`src/hdl/psch_pkg.sv`:
```
// Shared types and constants for the preemptive priority scheduler.
// Used by psch_ctrl, psch_dp and preemptive_priority_scheduler; no dependencies.
package psch_pkg;

  // Default number of ready-table slots.
  localparam int unsigned TASK_SLOTS_DEF = 16;

  // Field widths
  localparam int unsigned ID_W    = 8;
  localparam int unsigned BURST_W = 16;
  localparam int unsigned PRIO_W  = 8;
  localparam int unsigned TIME_W  = 32;

  // One table entry in RAM: {task id, priority, remaining burst}
  localparam int unsigned ENTRY_W = ID_W + PRIO_W + BURST_W;

  // Opcodes
  localparam logic OP_TICK   = 1'b0;
  localparam logic OP_ARRIVE = 1'b1;

  // Controller -> datapath commands
  typedef struct packed {
    logic start;   // latch the input item, clear the scan
    logic step;    // visit one slot
    logic commit;  // update the table and load the result register
  } psch_cmd_t;

  // Datapath -> controller status
  typedef struct packed {
    logic scan_last;  // scan pointer is on the last slot
    logic out_free;   // result register can take a new result
  } psch_sts_t;

endpackage

```
`src/hdl/psch_ram.sv`:
```
// Generic single-write, single-read RAM with registered read data.
// No dependencies.
module psch_ram #(
  parameter int unsigned WIDTH = 32,
  parameter int unsigned DEPTH = 16
) (
  input  logic                     clk,
  input  logic                     we,
  input  logic [$clog2(DEPTH)-1:0] waddr,
  input  logic [WIDTH-1:0]         wdata,
  input  logic                     re,
  input  logic [$clog2(DEPTH)-1:0] raddr,
  output logic [WIDTH-1:0]         rdata
);

  logic [WIDTH-1:0] mem [DEPTH];
  logic [WIDTH-1:0] rdata_r;

  always_ff @(posedge clk) begin
    if (we) begin
      mem[waddr] <= wdata;
    end
    if (re) begin
      rdata_r <= mem[raddr];
    end
  end

  assign rdata = rdata_r;

endmodule

```
`src/hdl/psch_ctrl.sv`:
```
// Control state machine of the scheduler: accept, scan, drain, commit.
// Depends on psch_pkg.
module psch_ctrl (
  input  logic                clk,
  input  logic                rst_n,
  input  logic                in_valid,
  output logic                in_stall,
  input  psch_pkg::psch_sts_t sts,
  output psch_pkg::psch_cmd_t cmd
);

  typedef enum logic [1:0] {
    ST_IDLE,
    ST_SCAN,
    ST_DRAIN,
    ST_COMMIT
  } state_t;

  state_t state_r, state_nxt;
  logic   in_stall_r, in_stall_nxt;

  always_comb begin
    state_nxt    = state_r;
    in_stall_nxt = in_stall_r;
    cmd          = '0;
    case (state_r)
      ST_IDLE: begin
        if (in_valid) begin
          cmd.start    = 1'b1;
          state_nxt    = ST_SCAN;
          in_stall_nxt = 1'b1;
        end
      end
      ST_SCAN: begin
        cmd.step = 1'b1;
        if (sts.scan_last) begin
          state_nxt = ST_DRAIN;
        end
      end
      ST_DRAIN: begin
        // last RAM read lands and is compared
        state_nxt = ST_COMMIT;
      end
      ST_COMMIT: begin
        if (sts.out_free) begin
          cmd.commit   = 1'b1;
          state_nxt    = ST_IDLE;
          in_stall_nxt = 1'b0;
        end
      end
      default: begin
        state_nxt    = ST_IDLE;
        in_stall_nxt = 1'b0;
      end
    endcase
  end

  always_ff @(posedge clk) begin
    if (!rst_n) begin
      state_r    <= ST_IDLE;
      in_stall_r <= 1'b0;
    end else begin
      state_r    <= state_nxt;
      in_stall_r <= in_stall_nxt;
    end
  end

  assign in_stall = in_stall_r;

endmodule

```
`src/hdl/psch_dp.sv`:
```
// Scheduler datapath: ready table (valid flops + entry RAM), slot scan,
// best/free-slot tracking, tick counter and result register.
// Depends on psch_pkg and psch_ram.
module psch_dp #(
  parameter int unsigned TASK_SLOTS = psch_pkg::TASK_SLOTS_DEF
) (
  input  logic                         clk,
  input  logic                         rst_n,
  input  psch_pkg::psch_cmd_t          cmd,
  output psch_pkg::psch_sts_t          sts,
  input  logic                         in_opcode,
  input  logic [psch_pkg::ID_W-1:0]    in_task_id,
  input  logic [psch_pkg::BURST_W-1:0] in_burst_length,
  input  logic [psch_pkg::PRIO_W-1:0]  in_priority_req,
  output logic                         out_valid,
  input  logic                         out_stall,
  output logic                         out_accepted,
  output logic                         out_table_full,
  output logic                         out_ran_valid,
  output logic [psch_pkg::ID_W-1:0]    out_ran_task_id,
  output logic                         out_finished,
  output logic [psch_pkg::TIME_W-1:0]  out_tick_time
);

  localparam int unsigned IDX_W = $clog2(TASK_SLOTS);
  localparam logic [IDX_W-1:0] LAST_IDX = IDX_W'(TASK_SLOTS - 1);

  // latched input item
  logic                         op_r;
  logic [psch_pkg::ID_W-1:0]    id_r;
  logic [psch_pkg::BURST_W-1:0] burst_r;
  logic [psch_pkg::PRIO_W-1:0]  prio_r;

  // table
  logic [TASK_SLOTS-1:0] valid_r, valid_nxt;
  logic                  ram_we;
  logic [IDX_W-1:0]      ram_waddr;
  logic [psch_pkg::ENTRY_W-1:0] ram_wdata, ram_rdata;

  // scan
  logic [IDX_W-1:0] scan_r;
  logic             cmp_go_r;
  logic [IDX_W-1:0] cmp_idx_r;
  logic             cmp_slot_r;

  // search results
  logic                         found_r;
  logic [IDX_W-1:0]             best_idx_r;
  logic [psch_pkg::ID_W-1:0]    best_task_r;
  logic [psch_pkg::PRIO_W-1:0]  best_prio_r;
  logic [psch_pkg::BURST_W-1:0] best_rem_r;
  logic                         free_found_r;
  logic [IDX_W-1:0]             free_idx_r;

  logic [psch_pkg::ID_W-1:0]    rd_task;
  logic [psch_pkg::PRIO_W-1:0]  rd_prio;
  logic [psch_pkg::BURST_W-1:0] rd_rem;
  logic [psch_pkg::BURST_W-1:0] rem_dec;
  logic                         done;

  logic [psch_pkg::TIME_W-1:0] tick_r;

  // result register
  logic                        out_valid_r;
  logic                        acc_r, full_r, ran_r, fin_r;
  logic [psch_pkg::ID_W-1:0]   ran_id_r;
  logic [psch_pkg::TIME_W-1:0] time_r;

  logic is_arrive;

  assign is_arrive = (op_r == psch_pkg::OP_ARRIVE);
  assign {rd_task, rd_prio, rd_rem} = ram_rdata;

  // burst never drops below zero; a zero burst finishes on its first tick
  assign rem_dec = (best_rem_r == '0) ? '0 : best_rem_r - 1'b1;
  assign done    = (rem_dec == '0);

  assign sts.scan_last = (scan_r == LAST_IDX);
  assign sts.out_free  = !out_valid_r || !out_stall;

  psch_ram #(
    .WIDTH(psch_pkg::ENTRY_W),
    .DEPTH(TASK_SLOTS)
  ) u_ram (
    .clk  (clk),
    .we   (ram_we),
    .waddr(ram_waddr),
    .wdata(ram_wdata),
    .re   (cmd.step),
    .raddr(scan_r),
    .rdata(ram_rdata)
  );

  always_comb begin
    valid_nxt = valid_r;
    ram_we    = 1'b0;
    ram_waddr = best_idx_r;
    ram_wdata = {best_task_r, best_prio_r, rem_dec};
    if (cmd.commit) begin
      if (is_arrive) begin
        if (free_found_r) begin
          valid_nxt[free_idx_r] = 1'b1;
          ram_we    = 1'b1;
          ram_waddr = free_idx_r;
          ram_wdata = {id_r, prio_r, burst_r};
        end
      end else if (found_r) begin
        if (done) begin
          valid_nxt[best_idx_r] = 1'b0;
        end else begin
          ram_we = 1'b1;
        end
      end
    end
  end

  // control state
  always_ff @(posedge clk) begin
    if (!rst_n) begin
      valid_r      <= '0;
      scan_r       <= '0;
      cmp_go_r     <= 1'b0;
      found_r      <= 1'b0;
      free_found_r <= 1'b0;
      tick_r       <= '0;
      out_valid_r  <= 1'b0;
    end else begin
      valid_r  <= valid_nxt;
      cmp_go_r <= cmd.step;
      if (cmd.start) begin
        scan_r       <= '0;
        found_r      <= 1'b0;
        free_found_r <= 1'b0;
      end else begin
        if (cmd.step) begin
          scan_r <= scan_r + 1'b1;
          if (!free_found_r && !valid_r[scan_r]) begin
            free_found_r <= 1'b1;
          end
        end
        if (cmp_go_r && cmp_slot_r && (!found_r || rd_prio > best_prio_r)) begin
          found_r <= 1'b1;
        end
      end
      if (cmd.commit && !is_arrive) begin
        tick_r <= tick_r + 1'b1;
      end
      if (cmd.commit) begin
        out_valid_r <= 1'b1;
      end else if (!out_stall) begin
        out_valid_r <= 1'b0;
      end
    end
  end

  // payload
  always_ff @(posedge clk) begin
    if (cmd.start) begin
      op_r    <= in_opcode;
      id_r    <= in_task_id;
      burst_r <= in_burst_length;
      prio_r  <= in_priority_req;
    end
    if (cmd.step) begin
      cmp_idx_r  <= scan_r;
      cmp_slot_r <= valid_r[scan_r];
      if (!free_found_r && !valid_r[scan_r]) begin
        free_idx_r <= scan_r;
      end
    end
    if (!cmd.start && cmp_go_r && cmp_slot_r && (!found_r || rd_prio > best_prio_r)) begin
      best_idx_r  <= cmp_idx_r;
      best_task_r <= rd_task;
      best_prio_r <= rd_prio;
      best_rem_r  <= rd_rem;
    end
    if (cmd.commit) begin
      time_r <= tick_r;
      if (is_arrive) begin
        acc_r    <= free_found_r;
        full_r   <= !free_found_r;
        ran_r    <= 1'b0;
        ran_id_r <= '0;
        fin_r    <= 1'b0;
      end else begin
        acc_r    <= 1'b0;
        full_r   <= 1'b0;
        ran_r    <= found_r;
        ran_id_r <= found_r ? best_task_r : '0;
        fin_r    <= found_r && done;
      end
    end
  end

  assign out_valid       = out_valid_r;
  assign out_accepted    = acc_r;
  assign out_table_full  = full_r;
  assign out_ran_valid   = ran_r;
  assign out_ran_task_id = ran_id_r;
  assign out_finished    = fin_r;
  assign out_tick_time   = time_r;

endmodule

```
`src/hdl/preemptive_priority_scheduler.sv`:
```
// Top level of the tick-driven preemptive priority scheduler.
// Depends on psch_pkg, psch_ctrl, psch_dp (and psch_ram below it).
//
// Usage:
//   Input channel (in_*): one item per transfer. in_opcode = tick runs the
//   highest-priority ready task (ties to the lowest slot) for one tick;
//   in_opcode = arrive stores {task_id, burst_length, priority_req} in the
//   lowest free slot, or reports table_full if none is free.
//   Result channel (out_*): exactly one result per input item, in order.
//   Each item runs a slot scan, which reads one table entry per cycle
//   through the single read port of the entry RAM, then the drain and
//   commit states. in_stall is high from the input transfer until the
//   commit, so a new item is not taken before the last one is through.
//   Stalls: the result register holds while out_stall is high; a new item
//   can be taken meanwhile, but its commit waits until the register frees.
//   Reset (rst_n low, synchronous): all slots empty, tick counter zero,
//   no result pending. Entry RAM contents are not cleared; only slots
//   marked valid are ever used.
module preemptive_priority_scheduler #(
  parameter int unsigned TASK_SLOTS = psch_pkg::TASK_SLOTS_DEF
) (
  input  logic                         clk,
  input  logic                         rst_n,
  // input channel
  input  logic                         in_valid,
  output logic                         in_stall,
  input  logic                         in_opcode,
  input  logic [psch_pkg::ID_W-1:0]    in_task_id,
  input  logic [psch_pkg::BURST_W-1:0] in_burst_length,
  input  logic [psch_pkg::PRIO_W-1:0]  in_priority_req,
  // result channel
  output logic                         out_valid,
  input  logic                         out_stall,
  output logic                         out_accepted,
  output logic                         out_table_full,
  output logic                         out_ran_valid,
  output logic [psch_pkg::ID_W-1:0]    out_ran_task_id,
  output logic                         out_finished,
  output logic [psch_pkg::TIME_W-1:0]  out_tick_time
);

  psch_pkg::psch_cmd_t cmd;
  psch_pkg::psch_sts_t sts;

  // sequencing: idle -> scan all slots -> drain last read -> commit
  psch_ctrl u_ctrl (
    .clk     (clk),
    .rst_n   (rst_n),
    .in_valid(in_valid),
    .in_stall(in_stall),
    .sts     (sts),
    .cmd     (cmd)
  );

  // table, search and result register
  psch_dp #(
    .TASK_SLOTS(TASK_SLOTS)
  ) u_dp (
    .clk            (clk),
    .rst_n          (rst_n),
    .cmd            (cmd),
    .sts            (sts),
    .in_opcode      (in_opcode),
    .in_task_id     (in_task_id),
    .in_burst_length(in_burst_length),
    .in_priority_req(in_priority_req),
    .out_valid      (out_valid),
    .out_stall      (out_stall),
    .out_accepted   (out_accepted),
    .out_table_full (out_table_full),
    .out_ran_valid  (out_ran_valid),
    .out_ran_task_id(out_ran_task_id),
    .out_finished   (out_finished),
    .out_tick_time  (out_tick_time)
  );

endmodule

```
`config.mk`:
```
export PLATFORM = sky130hd
export DESIGN_NAME = preemptive_priority_scheduler
export DESIGN_NICKNAME = d
export VERILOG_FILES = /design/src/hdl/psch_pkg.sv /design/src/hdl/psch_ram.sv /design/src/hdl/psch_ctrl.sv /design/src/hdl/psch_dp.sv /design/src/hdl/preemptive_priority_scheduler.sv
export SDC_FILE = /design/constraint.sdc
export NUM_CORES = 1
export LEC_CHECK = 0
export CORE_MARGIN = 2
export CORE_UTILIZATION = 45
export DETAILED_ROUTE_END_ITERATION = 12
export DONT_BUFFER_PORTS = 1
export PLACE_DENSITY = 0.65
export SETUP_SLACK_MARGIN = 0.1
export SLEW_MARGIN = 10
export SYNTH_ARGS = -nofsm -noshare
export SYNTH_HDL_FRONTEND = slang
export SYNTH_HIERARCHICAL = 1
export SYNTH_SLANG_ARGS = --single-unit
```
`constraint.sdc`:
```
create_clock -name clk -period 7.8 [get_ports clk]
set_input_delay 0 -clock clk [delete_from_list [all_inputs] [get_ports clk]]
set_output_delay 0 -clock clk [all_outputs]
set_load 0.005 [all_outputs]
```
## Word level (Yosys, flattened, before mapping)

Memory sizes are Yosys's and may differ from the RTL's. A register that Yosys moved wholly into a read port is not among the register bits.
Index checks and enable logic that the tools add are counted.

| operators by class | value |
|---|---|
| add/sub/neg operators | 3 |
| magnitude comparators | 6 |
| equality and inequality tests | 9 |
| muxes and demuxes | 38 |
| bitwise logic cells | 5 |
| reduce and logical (&&, ||, !) cells | 31 |

Operators by type and width:

| cell | number |
|---|---|
| two-way mux 32 bit | 3 |
| two-way mux 16 bit | 5 |
| adder 32 x 1 -> 32 bit (second input constant) | 1 |
| logical NOT 16 bit | 2 |
| two-way mux 1 bit | 19 |
| bitwise AND 16 bit | 1 |
| NOT 16 bit | 1 |
| OR 16 bit | 1 |
| subtractor 16 x 1 -> 16 bit (second input constant) | 1 |
| < comparator 4 x 5 -> 1 bit (second input constant) | 3 |
| two-way mux 4 bit | 3 |
| logical AND 1 bit | 10 |
| demux 1 bit (select 4 bit) | 2 |
| >= comparator 4 x 1 -> 1 bit (second input constant) | 2 |
| greater-than comparator 8 bit | 1 |
| inequality test 2 bit (second input constant) | 4 |
| case mux 2 bit (4 select lines) | 1 |
| logical NOT 1 bit | 7 |
| two-way mux 2 bit | 3 |
| AND reduction 3 bit | 2 |
| nonzero test 2 bit | 3 |
| adder 4 x 1 -> 4 bit (second input constant) | 1 |
| binary-select mux 1 bit (select 4 bit) | 1 |
| == test 2 bit (second input constant) | 2 |
| other kinds (10) | 13 |

| storage, ports and cells | value |
|---|---|
| register bits | 181 |
| memory bits (writable) | 512 |
| output and inout port bits | 46 |
| word-level logic and storage cells | 119 |
| memories kept | 1 |

Memories:

| name | words | bits a word | read ports | clocked after memory_dff | wr ports | RTL line | text |
|---|---|---|---|---|---|---|---|
| u_dp.u_ram.mem | 16 | 32 | 1 | 1 | 1 | psch_ram.sv:16 | `logic [WIDTH-1:0] mem [DEPTH];` |

## Logic depth before layout (Yosys ltp)

| logic depth | value |
|---|---|
| depth in word-level cells | 9 |
| gate-level depth with buffers | 11 |
| gate-level depth less buffers | 11 |

## Cells and area by module

Netlist, hierarchy kept.

Modules (own cells, without submodules):

| module | instances | cells an instance | area an instance (sq um) |
|---|---|---|---|
| psch_ram | 1 | 838 | 20155.6 |
| psch_dp | 1 | 627 | 7581.0 |
| psch_ctrl | 1 | 26 | 226.5 |

## Worst setup path before layout

Ideal clock, no wire load.

| timing path | value |
|---|---|
| path kind | flip-flop to flip-flop |
| from | register u_ctrl.state_r[0] |
| to | memory u_dp.u_ram.mem[0][0], enable pin |
| setup time | 461 ps |
| arrival time | 4958 ps |
| path slack | 2381 ps |
| stages on the path, launching flop included | 10 |
| buffers on the path | 3 |
| period minus slack after synthesis | 5419 ps |
| cell sequence | dfxtp_1 > ha_1 > and2_2 > clkbuf_1 > and3_1 > clkbuf_1 > clkbuf_1 > o21ai_0 > or3b_2 > nor3_1 |

RTL lines:

| what | RTL line | text |
|---|---|---|
| start: declaration | psch_ctrl.sv:19 | `state_t state_r, state_nxt;` |
| start signal: assignment | psch_ctrl.sv:63 | `state_r <= state_nxt;` |
| end: declaration | psch_ram.sv:16 |  |

## Worst setup path in the final report

| timing path | value |
|---|---|
| from | register u_dp/best_rem_r[0] in the netlist's numbering |
| to | memory u_dp.u_ram.mem[1][19], enable pin |

| between the ends | value |
|---|---|
| word-level cells in the longest chain between the ends | 9 |
| elaborated cells on any way between the ends | 10 |
| those cells by class | add/sub (1); mux (7); reduce/logical (2) |

Ends and longest elaborated chain:

| what | RTL line | text |
|---|---|---|
| start: declaration | psch_dp.sv:51 | `logic [psch_pkg::BURST_W-1:0] best_rem_r;` |
| start signal: assignment | psch_dp.sv:175 | `best_rem_r <= rd_rem;` |
| subtractor 16 x 1 -> 16 bit / logical NOT 16 bit (equally long branches) | psch_dp.sv:75 | `assign rem_dec = (best_rem_r == '0) ? '0 : best_rem_r - 1'b1;` |
| two-way mux 16 bit (*) | psch_dp.sv:75 |  |
| logical NOT 16 bit (*) | psch_dp.sv:76 | `assign done = (rem_dec == '0);` |
| two-way mux 1 bit (*) | psch_dp.sv:108 | `if (done) begin` |
| two-way mux 1 bit (*) | psch_dp.sv:107 | `end else if (found_r) begin` |
| two-way mux 1 bit (*) | psch_dp.sv:100 | `if (is_arrive) begin` |
| two-way mux 1 bit (*) | psch_dp.sv:99 | `if (cmd.commit) begin` |
| net u_dp.ram_we | psch_dp.sv:36 | `logic ram_we;` |
| two-way mux 1 bit (*) | psch_ram.sv:20 | `if (we) begin` |
| two-way mux 1 bit (implied by the code) (*) | psch_ram.sv:21 | `mem[waddr] <= wdata;` |

The timed path passes the listed nets; every way through them passes the cells marked *.

==> impl_metrics.env <==
export IMPL_cts_tree="built"
export IMPL_vias=14060
export IMPL_cts_max_level=3
export IMPL_cts_made_buffers=74
export IMPL_maxSlewViolCount=0
export IMPL_fin_ws_ps=3074
export IMPL_ys_seq_area_frac=0.7574
export IMPL_grt_max_degree=69
export IMPL_cts_max_path_buffers=3
export IMPL_wl_mm=59.09
export IMPL_status="finished, final reports clean"
export IMPL_arrival_ps=4940
export IMPL_grt_pass1_wl_mm=88.42
export IMPL_dieArea_mm2=0.06415
export IMPL_clkLatencyLatePin_ps=620
export IMPL_vias_per_cell=5.656
export IMPL_reg2reg_depth=11
export IMPL_wl_met2_mm=28.01
export IMPL_seqCellArea_mm2=0.02119
export IMPL_worst_path_buf_inv=1
export IMPL_start_kind="flop"
export IMPL_place_gp_congestion=0.8389
export IMPL_clock_root_buffer="clkbuf_16"
export IMPL_wirelength_met1_mm=24.88
export IMPL_worst_slew_pin_slew_ps=1277
export IMPL_p_leak_nw=10.16
export IMPL_finalClockSkew_ps=23.77
export IMPL_io_pins=83
export IMPL_cts_setup_buffers=0
export IMPL_internal_power_w=0.006885
export IMPL_required_ps=8020
export IMPL_drtIter0Drc=1360
export IMPL_rsz0062_at_grt="false"
export IMPL_switching_share=0.2285
export IMPL_synth_seq_cells=725
export IMPL_p_seq_frac=0.517
export IMPL_fin_area_mm2=0.03215
export IMPL_hold_worst_slack_ps=32.00
export IMPL_fp_dieW_um=253.3
export IMPL_final_cell_mix="666 x edfxtp_1, 133 x mux4_2, 128 x nand2_1"
export IMPL_dp_hpwl_mm=34.14
export IMPL_synth_cell_type_count=62
export IMPL_gr_usage_all_layers=0.1879
export IMPL_multi_input_area_mm2=0.006565
export IMPL_syn_area_mm2=0.02796
export IMPL_firstDrtPassIters=7
export IMPL_tns_ps=0
export IMPL_critical_path_class="flop to flop"
export IMPL_fin_nets=1646
export IMPL_cp_max_fo=32
export IMPL_final_layout_size_suffix_gt1_frac=0.1953
export IMPL_max_clock_freq_ghz=0.2116
export IMPL_initial_utilization=0.4540
export IMPL_place_ws_ps=3213
export IMPL_ir_worst_vdd_mv=0.2409
export IMPL_cts_sinks=725
export IMPL_fin_crit_ps=4726
export IMPL_syn2layout_area_growth_pct=14.97
export IMPL_drc=0
export IMPL_yosysWarnings=6
export IMPL_power_share_clock=0.391
export IMPL_crit_cells=11
export IMPL_synth_main_ff_cell="edfxtp_1"
export IMPL_stdcell_count=2486
export IMPL_antenna_found_initial=0
export IMPL_crit_path_cell_trace="inv_1, ha_1, nor4b_2, nand4_1, xnor2_1, nor4_1, a21oi_1, nor2b_1, nor3_1, or3b_2, nor2_4"
export IMPL_power_density_mw_per_mm2=277.6
export IMPL_finalHoldViolCount=0
export IMPL_combPwrFrac=0.093
export IMPL_synth_async_reset_ratio=0
export IMPL_routed_top_layer="met4"
export IMPL_layout_commonest_cell="edfxtp_1"
export IMPL_synth_edf_count=666
export IMPL_postRouteAntennaNets=0
export IMPL_ctsResizeCount=0
export IMPL_row_count=91
export IMPL_timing_final_crit_share=0.6059
export IMPL_dp_cells=2294
export IMPL_setup_viol=0
export IMPL_min_path_cells=1
export IMPL_die_h_um=253.3
export IMPL_path_delay_family="simple AND/OR/NAND/NOR gates"
export IMPL_min_path_type="input pin to flop"
export IMPL_p_sw_w=0.002039
export IMPL_n_antenna_cell=0
export IMPL_cp_slowest_cell="nor2_4"
export IMPL_core_area_mm2=0.06160
export IMPL_wl_met3_mm=4.486
export IMPL_postSynthAreaPerCell_um2=18.75
export IMPL_post_drt_wl_per_cell_um=23.77
export IMPL_synthCells=1491
export IMPL_synth_nets=1545
export IMPL_slowest_delay_ps=950
export IMPL_fillCellCount=4876
export IMPL_cts_clk_slew_worst_paths_ps=60
export IMPL_post_dp_cell_area_mm2=0.02913
export IMPL_max_slew_margin=0.1436
export IMPL_cap_violations=0
export IMPL_cp_end_kind="flop"
export IMPL_first_global_vias=14180
export IMPL_port_buffers=0
export IMPL_overflow=0
==> final cells by class <==
cell class | count | area share
Sequential cell | 725 | 0.6590
Multi-Input combinational cell | 676 | 0.2042
Clock buffer | 100 | 0.06449
Tap cell | 837 | 0.03257
Timing Repair Buffer | 93 | 0.02662
Clock inverter | 33 | 0.01051
Inverter | 22 | 0.002569
==> final timing paths <==
kind	slack, ps	start	to
max	3070	u_dp/best_rem_r[0]$_DFFE_PP_	u_dp/u_ram/mem[1][19]$_DFFE_PP_
min	30	in_burst_length[6]	u_dp/burst_r[6]$_DFFE_PP_
max reg2reg	3070	u_dp/best_rem_r[0]$_DFFE_PP_	u_dp/u_ram/mem[1][19]$_DFFE_PP_
min reg2reg	420	u_dp/u_ram/rdata[0]$_DFFE_PP_	u_dp/best_rem_r[0]$_DFFE_PP_
==> cells by family (layout without fill, tap and decap cells) <==
group / Yosys count / count (layout) / share of synthesized area
simple gates: 331 / 331 / 0.06215
compound gates: 153 / 153 / 0.03866
buf+inv: 90 / 248 / 0.01369
mux: 137 / 137 / 0.1086
flops: 725 / 725 / 0.7574
fa+ha+maj: 17 / 17 / 0.007606
xor+xnor: 38 / 38 / 0.01190
==> metrics by stage <==
step                      total power [W]  utilization
after global placement           0.005490       0.4730
after global routing             0.009247       0.5219
after CTS                        0.009024       0.5219
after detailed placement         0.005508       0.4730
final                            0.008925       0.5219
after floorplan                  0.005247            -
==> power groups by stage <==
stage / Sequential (W) / Clock [W] / Combinational, W
final: 0.00461 / 0.00349 / 0.000826
after global routing: 0.00463 / 0.00371 / 0.000903
after CTS: 0.00461 / 0.00357 / 0.000845
after detailed placement: 0.00469 / 0 / 0.000815
after global placement: 0.00469 / 0 / 0.000800
after floorplan: 0.00459 / 0 / 0.000653
==> sequential cells by signal (all words and copies together) (netlist names), 16 cells and up <==
name                flops
u_dp/tick_r            32
u_dp/u_ram/mem        512
u_dp/out_tick_time     32
u_dp/valid_r           16
u_dp/best_rem_r        16
u_dp/burst_r           16
u_dp/u_ram/rdata       32
==> per-layer routing <==
metal	global-route usage	vias to the layer above
met4	0.06171	0
met2	0.2991	521
li1	-	6170
met5	0	-
met3	0.04153	99
met1	0.2587	7272
==> cell usage after synthesis, drive strengths merged, types with 3 or more instances <==
cell type / count / area share
inv: 22 / 0.0030
and3: 10 / 0.0022
nor2: 46 / 0.0063
nor4b: 3 / 0.0014
mux2i: 4 / 0.0014
or3: 5 / 0.0011
nand3: 23 / 0.0041
xnor2: 29 / 0.0091
a31oi: 3 / 0.00067
nor2b: 13 / 0.0032
o22ai: 7 / 0.0016
a22oi: 64 / 0.017
clkbuf: 39 / 0.0052
nand2b: 9 / 0.0020
a21oi: 13 / 0.0023
o21ai: 30 / 0.0054
nand2: 128 / 0.017
a21boi: 8 / 0.0021
and2: 38 / 0.0085
xor2: 9 / 0.0028
nor3: 12 / 0.0021
nand4: 13 / 0.0031
ha: 17 / 0.0076
nor3b: 3 / 0.0016
o211ai: 4 / 0.0011
a21o: 3 / 0.00081
dfxtp: 59 / 0.042
buf: 29 / 0.0055
nor4: 13 / 0.0047
o31ai: 9 / 0.0024
mux4: 133 / 0.11
edfxtp: 666 / 0.72
==> repair_timing <==
item | in CTS | in global routing
endpoints found under the hold margin | 94 | 0
setup endpoints to repair | 0 | 0
hold buffers | 59 | 0
No activity file was read; power rests on OpenSTA's default activity.
